<file path="src/hdl/bpc_pkg.sv">
// Shared types and constants for the button press classifier.
package bpc_pkg;

  localparam int unsigned TICK_W = 14;
  localparam int unsigned CODE_W = 2;
  localparam int unsigned CFG_IDX_W = 2;

  localparam logic [TICK_W-1:0] HOLD_SAT = 14'd10000;

  // phase codes
  localparam logic [CODE_W-1:0] PH_WAIT_PRESS      = 2'd0;
  localparam logic [CODE_W-1:0] PH_WAIT_RELEASE    = 2'd1;
  localparam logic [CODE_W-1:0] PH_WAIT_CONTINUOUS = 2'd2;

  // event codes
  localparam logic [CODE_W-1:0] EV_NONE       = 2'd0;
  localparam logic [CODE_W-1:0] EV_SHORT      = 2'd1;
  localparam logic [CODE_W-1:0] EV_LONG       = 2'd2;
  localparam logic [CODE_W-1:0] EV_CONTINUOUS = 2'd3;

  // register indexes
  localparam logic [CFG_IDX_W-1:0] REG_DEBOUNCE   = 2'd0;
  localparam logic [CFG_IDX_W-1:0] REG_LONG_PRESS = 2'd1;
  localparam logic [CFG_IDX_W-1:0] REG_CONTINUOUS = 2'd2;

  localparam logic [TICK_W-1:0] DEBOUNCE_RST   = 14'd50;
  localparam logic [TICK_W-1:0] LONG_PRESS_RST = 14'd1000;
  localparam logic [TICK_W-1:0] CONTINUOUS_RST = 14'd2000;

  typedef struct packed {
    logic [TICK_W-1:0] debounce_ticks;
    logic [TICK_W-1:0] long_press_ticks;
    logic [TICK_W-1:0] continuous_ticks;
  } cfg_t;

endpackage

</file>
<file path="src/hdl/bpc_cfg_regs.sv">
// Threshold configuration registers.
module bpc_cfg_regs (
  input  logic                               clk,
  input  logic                               rst_n,
  input  logic                               cfg_wr_en,
  input  logic [bpc_pkg::CFG_IDX_W-1:0]      cfg_index,
  input  logic [bpc_pkg::TICK_W-1:0]         cfg_wr_data,
  output bpc_pkg::cfg_t                      cfg
);

  bpc_pkg::cfg_t cfg_r;

  always_ff @(posedge clk) begin
    if (!rst_n) begin
      cfg_r.debounce_ticks   <= bpc_pkg::DEBOUNCE_RST;
      cfg_r.long_press_ticks <= bpc_pkg::LONG_PRESS_RST;
      cfg_r.continuous_ticks <= bpc_pkg::CONTINUOUS_RST;
    end else if (cfg_wr_en) begin
      case (cfg_index)
        bpc_pkg::REG_DEBOUNCE:   cfg_r.debounce_ticks   <= cfg_wr_data;
        bpc_pkg::REG_LONG_PRESS: cfg_r.long_press_ticks <= cfg_wr_data;
        bpc_pkg::REG_CONTINUOUS: cfg_r.continuous_ticks <= cfg_wr_data;
        default: ;  // unmapped index, ignored
      endcase
    end
  end

  assign cfg = cfg_r;

endmodule

</file>
<file path="src/hdl/bpc_core.sv">
// Hold counter, press phase machine and pending event register.
module bpc_core (
  input  logic                          clk,
  input  logic                          rst_n,
  input  logic                          adv,
  input  logic                          button_level,
  input  logic                          take_event,
  input  bpc_pkg::cfg_t                 cfg,
  output logic [bpc_pkg::CODE_W-1:0]    event_code,
  output logic [bpc_pkg::CODE_W-1:0]    fsm_phase
);

  logic [bpc_pkg::CODE_W-1:0] phase_r, phase_nxt;
  logic [bpc_pkg::TICK_W-1:0] hold_r, hold_nxt, hold_inc;
  logic [bpc_pkg::CODE_W-1:0] pending_r, pending_nxt, ev_upd;

  always_comb begin
    hold_inc  = (hold_r < bpc_pkg::HOLD_SAT) ? hold_r + 14'd1 : hold_r;
    hold_nxt  = hold_inc;
    phase_nxt = phase_r;
    ev_upd    = pending_r;
    case (phase_r)
      bpc_pkg::PH_WAIT_RELEASE: begin
        if (!button_level) begin
          ev_upd    = (hold_inc < cfg.long_press_ticks) ? bpc_pkg::EV_SHORT
                                                        : bpc_pkg::EV_LONG;
          phase_nxt = bpc_pkg::PH_WAIT_PRESS;
          hold_nxt  = '0;
        end else if (hold_inc >= cfg.continuous_ticks) begin
          ev_upd    = bpc_pkg::EV_CONTINUOUS;
          phase_nxt = bpc_pkg::PH_WAIT_CONTINUOUS;
        end
      end
      bpc_pkg::PH_WAIT_CONTINUOUS: begin
        if (!button_level) begin
          phase_nxt = bpc_pkg::PH_WAIT_PRESS;
          hold_nxt  = '0;
        end
      end
      default: begin
        // wait press; unused code falls back here too
        phase_nxt = bpc_pkg::PH_WAIT_PRESS;
        if (button_level && pending_r == bpc_pkg::EV_NONE) begin
          if (hold_inc >= cfg.debounce_ticks) begin
            hold_nxt  = '0;
            phase_nxt = bpc_pkg::PH_WAIT_RELEASE;
          end
        end else begin
          hold_nxt = '0;
        end
      end
    endcase
    pending_nxt = take_event ? bpc_pkg::EV_NONE : ev_upd;
  end

  always_ff @(posedge clk) begin
    if (!rst_n) begin
      phase_r   <= bpc_pkg::PH_WAIT_PRESS;
      hold_r    <= '0;
      pending_r <= bpc_pkg::EV_NONE;
    end else if (adv) begin
      phase_r   <= phase_nxt;
      hold_r    <= hold_nxt;
      pending_r <= pending_nxt;
    end
  end

  assign event_code = ev_upd;
  assign fsm_phase  = phase_nxt;

`ifndef ASSERT_OFF
  a_hold_sat: assert property (@(posedge clk) disable iff (!rst_n)
    hold_r <= bpc_pkg::HOLD_SAT)
    else $error("hold counter above saturation");

  a_blocked_press: assert property (@(posedge clk) disable iff (!rst_n)
    adv && phase_r == bpc_pkg::PH_WAIT_PRESS && pending_r != bpc_pkg::EV_NONE
    |=> hold_r == '0 && phase_r == bpc_pkg::PH_WAIT_PRESS)
    else $error("press accepted while an event was pending");

  a_take_clears: assert property (@(posedge clk) disable iff (!rst_n)
    adv && take_event |=> pending_r == bpc_pkg::EV_NONE)
    else $error("pending event not cleared on read");
`endif

endmodule

</file>
<file path="src/hdl/button_press_classifier.sv">
// Button press classifier: one tick transaction in, one event/phase result out.
// Stages: input register, then result register (state updates as the item enters
//   the result register).
// Throughput: one transaction per cycle while the output is not stalled.
// Reset (synchronous, rst_n low): phase wait press, hold count 0, no event
//   pending, thresholds 50 / 1000 / 2000 ticks, both pipeline stages empty.
module button_press_classifier (
  input  logic                              clk,
  input  logic                              rst_n,
  input  logic                              in_valid,
  output logic                              in_stall,
  input  logic                              in_button_level,
  input  logic                              in_take_event,
  output logic                              out_valid,
  input  logic                              out_stall,
  output logic [bpc_pkg::CODE_W-1:0]        out_event_code,
  output logic [bpc_pkg::CODE_W-1:0]        out_fsm_phase,
  input  logic                              cfg_wr_en,
  input  logic [bpc_pkg::CFG_IDX_W-1:0]     cfg_index,
  input  logic [bpc_pkg::TICK_W-1:0]        cfg_wr_data
);

  bpc_pkg::cfg_t cfg;

  logic s1_valid_r, s1_valid_nxt;
  logic s1_level_r, s1_take_r;
  logic out_valid_r, out_valid_nxt;
  logic [bpc_pkg::CODE_W-1:0] out_event_r, out_phase_r;
  logic [bpc_pkg::CODE_W-1:0] ev_code, ph_code;
  logic in_acc, adv;

  bpc_cfg_regs u_cfg (
    .clk         (clk),
    .rst_n       (rst_n),
    .cfg_wr_en   (cfg_wr_en),
    .cfg_index   (cfg_index),
    .cfg_wr_data (cfg_wr_data),
    .cfg         (cfg)
  );

  bpc_core u_core (
    .clk          (clk),
    .rst_n        (rst_n),
    .adv          (adv),
    .button_level (s1_level_r),
    .take_event   (s1_take_r),
    .cfg          (cfg),
    .event_code   (ev_code),
    .fsm_phase    (ph_code)
  );

  // staged item moves to the result register when that slot is free or draining
  assign adv      = s1_valid_r && (!out_valid_r || !out_stall);
  assign in_stall = s1_valid_r && !adv;
  assign in_acc   = in_valid && !in_stall;

  always_comb begin
    s1_valid_nxt  = in_acc ? 1'b1 : (adv ? 1'b0 : s1_valid_r);
    out_valid_nxt = adv ? 1'b1 : (out_stall ? out_valid_r : 1'b0);
  end

  always_ff @(posedge clk) begin
    if (!rst_n) begin
      s1_valid_r  <= 1'b0;
      out_valid_r <= 1'b0;
    end else begin
      s1_valid_r  <= s1_valid_nxt;
      out_valid_r <= out_valid_nxt;
    end
  end

  always_ff @(posedge clk) begin
    if (in_acc) begin
      s1_level_r <= in_button_level;
      s1_take_r  <= in_take_event;
    end
    if (adv) begin
      out_event_r <= ev_code;
      out_phase_r <= ph_code;
    end
  end

  assign out_valid      = out_valid_r;
  assign out_event_code = out_event_r;
  assign out_fsm_phase  = out_phase_r;

`ifndef ASSERT_OFF
  a_empty_no_stall: assert property (@(posedge clk) disable iff (!rst_n)
    !s1_valid_r |-> !in_stall)
    else $error("input stalled with empty input stage");

  a_adv_fills_out: assert property (@(posedge clk) disable iff (!rst_n)
    adv |=> out_valid)
    else $error("advanced transaction did not reach the output");

  a_no_drop: assert property (@(posedge clk) disable iff (!rst_n)
    s1_valid_r && !adv |=> s1_valid_r)
    else $error("staged transaction lost");
`endif

endmodule
</file>
<file path="config.mk">
export PLATFORM = sky130hd
export DESIGN_NAME = button_press_classifier
export DESIGN_NICKNAME = d
export VERILOG_FILES = /design/src/hdl/bpc_pkg.sv /design/src/hdl/bpc_cfg_regs.sv /design/src/hdl/bpc_core.sv /design/src/hdl/button_press_classifier.sv
export SDC_FILE = /design/constraint.sdc
export NUM_CORES = 1
export LEC_CHECK = 0
export BUFFER_PORTS_ARGS = -buffer_cell sky130_fd_sc_hd__buf_2
export CAP_MARGIN = 25
export CORE_ASPECT_RATIO = 0.8
export CORE_MARGIN = 3
export CORE_UTILIZATION = 40
export DETAILED_ROUTE_END_ITERATION = 6
export SYNTH_ARGS = -nofsm -noshare
export SYNTH_HDL_FRONTEND = slang
export SYNTH_SLANG_ARGS = --single-unit
</file>
<file path="constraint.sdc">
create_clock -name clk -period 3.85 [get_ports clk]
set_clock_uncertainty 0.2 [all_clocks]
set_input_delay 0 -clock clk [delete_from_list [all_inputs] [get_ports clk]]
set_output_delay 0 -clock clk [all_outputs]
set_load 0.01 [all_outputs]
</file>
**After elaboration in Yosys (flattened, before gate mapping)**

Index checks and enable logic that the tools add are counted.

- Bits in registers: 68
- Output and inout bits: 6

- Add/sub/neg operators: 1
- Magnitude comparators: 4
- Equality and inequality tests: 5
- Muxes and demuxes: 20
- Reductions and logical operators: 16

Operators with widths:

| kind | number |
|---|---|
| two-way mux 14 bit | 5 |
| >= comparator 14 bit | 2 |
| two-way mux 2 bit | 9 |
| adder 14 x 1 -> 14 bit, second input constant | 1 |
| less-than comparator 14 bit | 1 |
| less-than comparator 14 bit, second input constant | 1 |
| AND reduction 2 bit | 3 |
| two-way mux 1 bit | 5 |
| equality test 2 x 1 -> 1 bit, second input constant | 2 |
| equality test 2 bit, second input constant | 2 |
| logical AND 1 bit | 4 |
| zero test 1 bit | 4 |
| zero test 2 bit | 2 |
| one-hot mux 2 bit (2 select lines) | 1 |
| != test 2 x 1 -> 1 bit, second input constant | 1 |
| nonzero test 2 bit | 1 |
| OR reduction 2 bit | 1 |
| logical OR 1 bit | 1 |

**Logic depth before layout (Yosys ltp)**

- Depth after elaboration: 8
- Depth in mapped cells: 16
- Depth with buffers taken out: 14

**Modules after synthesis**

Synthesis repeated with hierarchy kept, for this count alone.

- Cell total of the unflattened synthesis: 500
- Area total of the unflattened synthesis: 4,381.7 um^2

By module, submodules not included:

| module | instances | cells each | area an instance (um^2) | sequential area each (um^2) |
|---|---|---|---|---|
| bpc_core | 1 | 321 | 2,449.8 | 360.3 |
| bpc_cfg_regs | 1 | 165 | 1,667.8 | 840.8 |
| button_press_classifier | 1 | 14 | 264.0 | 220.2 |

**Worst setup path before layout**

OpenSTA, ideal clock, no wires.

- Kind: register -> register
- Start: register u_core.hold_r[6] (netlist bit)
- End: register u_core.hold_r[0] (netlist bit)
- Setup time: 0.070 ns
- Data arrival time: 3.256 ns
- Required time: 3.580 ns
- Slack: 0.323 ns
- Cell stages (with the launch flop): 15
- Period minus slack after synthesis: 3.527 ns
- Cells stage by stage: dfxtp_1 -> nor4_2 -> o21a_2 -> nand4_2 -> nor2_1 -> nand2_1 -> xnor2_1 -> ha_1 -> nand4_1 -> nor4_1 -> a2111oi_2 -> a31oi_2 -> or2_1 -> or3_1 -> a21oi_1

- Cells in the longest elaborated chain, start to end: 6
- Elaborated cells on any way between the ends: 8
- Those cells by class: add/sub: 1; order compare: 2; mux: 5

Ends and longest elaborated chain:

| item | RTL line | text |
|---|---|---|
| start, declared | bpc_core.sv:14 | `logic [bpc_pkg::TICK_W-1:0] hold_r, hold_nxt, hold_inc;` |
| start signal, assigned | bpc_core.sv:63 | `hold_r <= hold_nxt;` |
| adder 14 x 1 -> 14 bit or less-than comparator 14 bit (tied branches) | bpc_core.sv:18 | `hold_inc = (hold_r < bpc_pkg::HOLD_SAT) ? hold_r + 14'd1 : hold_r;` |
| two-way mux 14 bit * | bpc_core.sv:18 |  |
| >= comparator 14 bit | bpc_core.sv:44 | `if (hold_inc >= cfg.debounce_ticks) begin` |
| two-way mux 14 bit | bpc_core.sv:44 |  |
| two-way mux 14 bit | bpc_core.sv:43 | `if (button_level && pending_r == bpc_pkg::EV_NONE) begin` |
| two-way mux 14 bit * | - |  |

Mark *: on every way between the ends. The rest lies on a longest branch, timed or not.
A chain may end at the register's enable or synchronous reset.

**Worst setup path after layout**

Ends and elaborated chain as after synthesis.

==> run summary <==
Max-cap violations: 0
DRT met1 WL: 5170 um
Relative slew slack: 49.0%
Net count after synthesis: 552
Most frequent cell after synthesis: nand2_1
Initial DRC Count: 191
Ant diodes: 0
Worst vdd ir: 0.322 mV
Number of enable flip-flop cells after synthesis: 6
Final Cell Area: 5020 um^2
Hold depth: 4
Final setup viols: 0
Achievable Freq: 272 MHz
Placer Congestion: 0.886
Startpoint types: flip-flop
Slew @ Worst Pin: 0.765 ns
Core ar.: 9350 um^2
Clk_lat worst skew: 0.33 ns
Chip width: 117 um
Clock-pin slew on the worst setup and hold paths: 0.05 ns
Pin count of the biggest net entering global routing: 30
Fin. max-slew vios: 0
DP HPWL: 7630 um
LEAKAGE: 2.20 nW
Layout Cells excl Fill: 697
Ys flop type: dfxtp_1
Ports: 29
Met3 routed WL: 555 um
Remaining global-route overflow: 0
R2R cell count: 14
Syn-to-layout area delta: 27.1%
Vias per cell: 5.27
Seq cells post-synth: 68
Met2 Wirelength: 4450 um
Synth top area share: 31.4%
Leading area contributor after synthesis: dfxtp_1
Top sig layer: met4
Global-route wire length before repair: 16200 um
Num CTS Buffers: 9
Clock Tree Root: clkbuf_16
1st-pass router iterations: 5
Syn Inst Count: 485
Total GRT Usage: 19.0%
Top post-synthesis cells by area: dfxtp_1 31%, ha_1 14%, nand2_1 9.1%
ANT nets after route: 0
Arr. time, crit path: 3.74 ns
PortBufs: 28
# H-tree levels: 3
Final min period: 3.68 ns
Number of global-route vias before repair: 3298
Initial antenna violation count: 0
Power, Total: 1.67 mW
Wire per inst: 14.8 um
Required time of the critical path: 3.91 ns
Via count: 3673
Clock Path Buffers: 2
WL final: 10300 um
Async S/R FF share, synth: 0%
Part of the Yosys area used for sequential elements: 35.9%
Synth top cells by count: 96 x nand2_1, 62 x dfxtp_1, 52 x a21oi_1
Crit end category: flip-flop
CTS tree: yes
Synth warn: 0
Mapped Area: 3950 um^2
PwrDens: 332 nW/um^2
Placed insts: 656
Period utilization: 95.6%
Die height: 94.9 um
Initial Utilization: 42.3%
Netlist cell types: 55
CP Class: reg2reg
Die area: 11100 um^2
Total Nets Final: 628
Status: complete, no violations
Cell Area, Placed: 4390 um^2
Final hold viol count: 0
DRC errors left: 0
Rows: 31
Clock Sinks: 68
Synth Area per Inst: 8.15 um^2
Min-Delay Path Class: in2reg
Share of cells above drive strength 1: 17.7%
Worst-path maximum fanout: 5
-- repair_timing --
| item | 4_1_cts | 5_1_grt |
|---|---|---|
| setup buffers | 0 | 3 |
| hold buffers | 23 | 0 |
| setup endpoints to repair | 0 | 22 |
| gates resized for setup | 0 | 19 |
| endpoints found under the hold margin | 49 | 0 |
-- final timing paths --
kind / startpoint / to / slack, ns
worst max-delay path: u_core.hold_r[6]$_SDFFE_PN0P_ / u_core.hold_r[0]$_SDFFE_PN0P_ / 0.17
worst min-delay path: cfg_wr_en / u_cfg.cfg[24]$_SDFFE_PN0P_ / 0.12
worst max register to register: u_core.hold_r[6]$_SDFFE_PN0P_ / u_core.hold_r[0]$_SDFFE_PN0P_ / 0.17
worst min register to register: u_cfg.cfg[12]$_SDFFE_PN0P_ / u_cfg.cfg[12]$_SDFFE_PN0P_ / 0.25
-- layout by cell type, fill, tap and decap left out, drive strengths merged, types with 4 or more instances in the layout --
cell         instances
nor2b                5
ha                  44
a31oi               10
buf                 56
and3                 4
dfxtp               62
o21a                 4
clkbuf              11
nand3                9
nand4               13
inv                 49
nand2b               6
edfxtp               6
nand2               96
dlygate4sd3         23
nor3                 5
a21oi               52
xnor2                9
o21ai               17
o211ai              18
a21o                 7
nor2                16
-- state kept, by name, summed over array words and instances (netlist names) --
name              cells
s1_valid_r            1
u_core.phase_r        2
out_valid             1
out_event_code        2
u_core.hold_r        14
s1_level_r            1
s1_take_r             1
u_core.pending_r      2
u_cfg.cfg            42
out_fsm_phase         2
-- metal layers --
layer  vias up  track usage, %
met5         -               0
met4         0            5.92
met3        13            4.23
met2        93            27.9
met1      1711            27.6
li1       1856               -
-- logic make-up after synthesis --
group,synth area share (%)
adders and majority gates,13.9
and+or+nand+nor,20.4
muxes,0.760
buffers and inverters,6.17
AOI/OAI and AO/OA,20.3
DFF,35.9
xor gates and xnor gates,2.44
-- layout make-up --
cell class / instances / area [um^2]
fillers: 876 / 4320
multi-input cells: 354 / 2390
flip-flops and latches: 68 / 1420
repair buffers: 79 / 581
clock buffers: 11 / 253
inverters: 49 / 184
well taps: 132 / 165
clock inverters: 4 / 23.8
-- report_power, final --
| part | total, mW | switching (mW) | internal [mW] |
|---|---|---|---|
| sequential | 0.749 | 0.0115 | 0.737 |
| combinational | 0.156 | 0.0914 | 0.0642 |
| clock | 0.764 | 0.299 | 0.465 |
| total | 1.67 | 0.402 | 1.27 |
-- stage by stage --
stage                     hold WS [ns]  setup TNS, ns  setup slack [ns]  util, %
after floorplan                 -0.101              0             0.323        -
after global placement         -0.0230              0             0.196     47.0
after detailed placement       -0.0219              0            0.0304     47.0
after CTS                        0.110              0           0.00940     52.4
after global routing             0.163        -0.0666           -0.0418     53.8
final                            0.124              0             0.171     53.8
-- worst max-delay path, stage by stage (launching register included) --
cell,delay (ns)
dfxtp_1,0.42
inv_1,0.14
or3_1,0.44
buf_4,0.17
nor2_4,0.12
nand2_1,0.14
xnor2_2,0.27
ha_1,0.29
nand4_1,0.14
nor4_2,0.07
a2111oi_2,0.25
a31oi_2,0.24
or2_1,0.27
or3_1,0.31
a21oi_1,0.14
No activity file was read; power rests on OpenSTA's default activity.
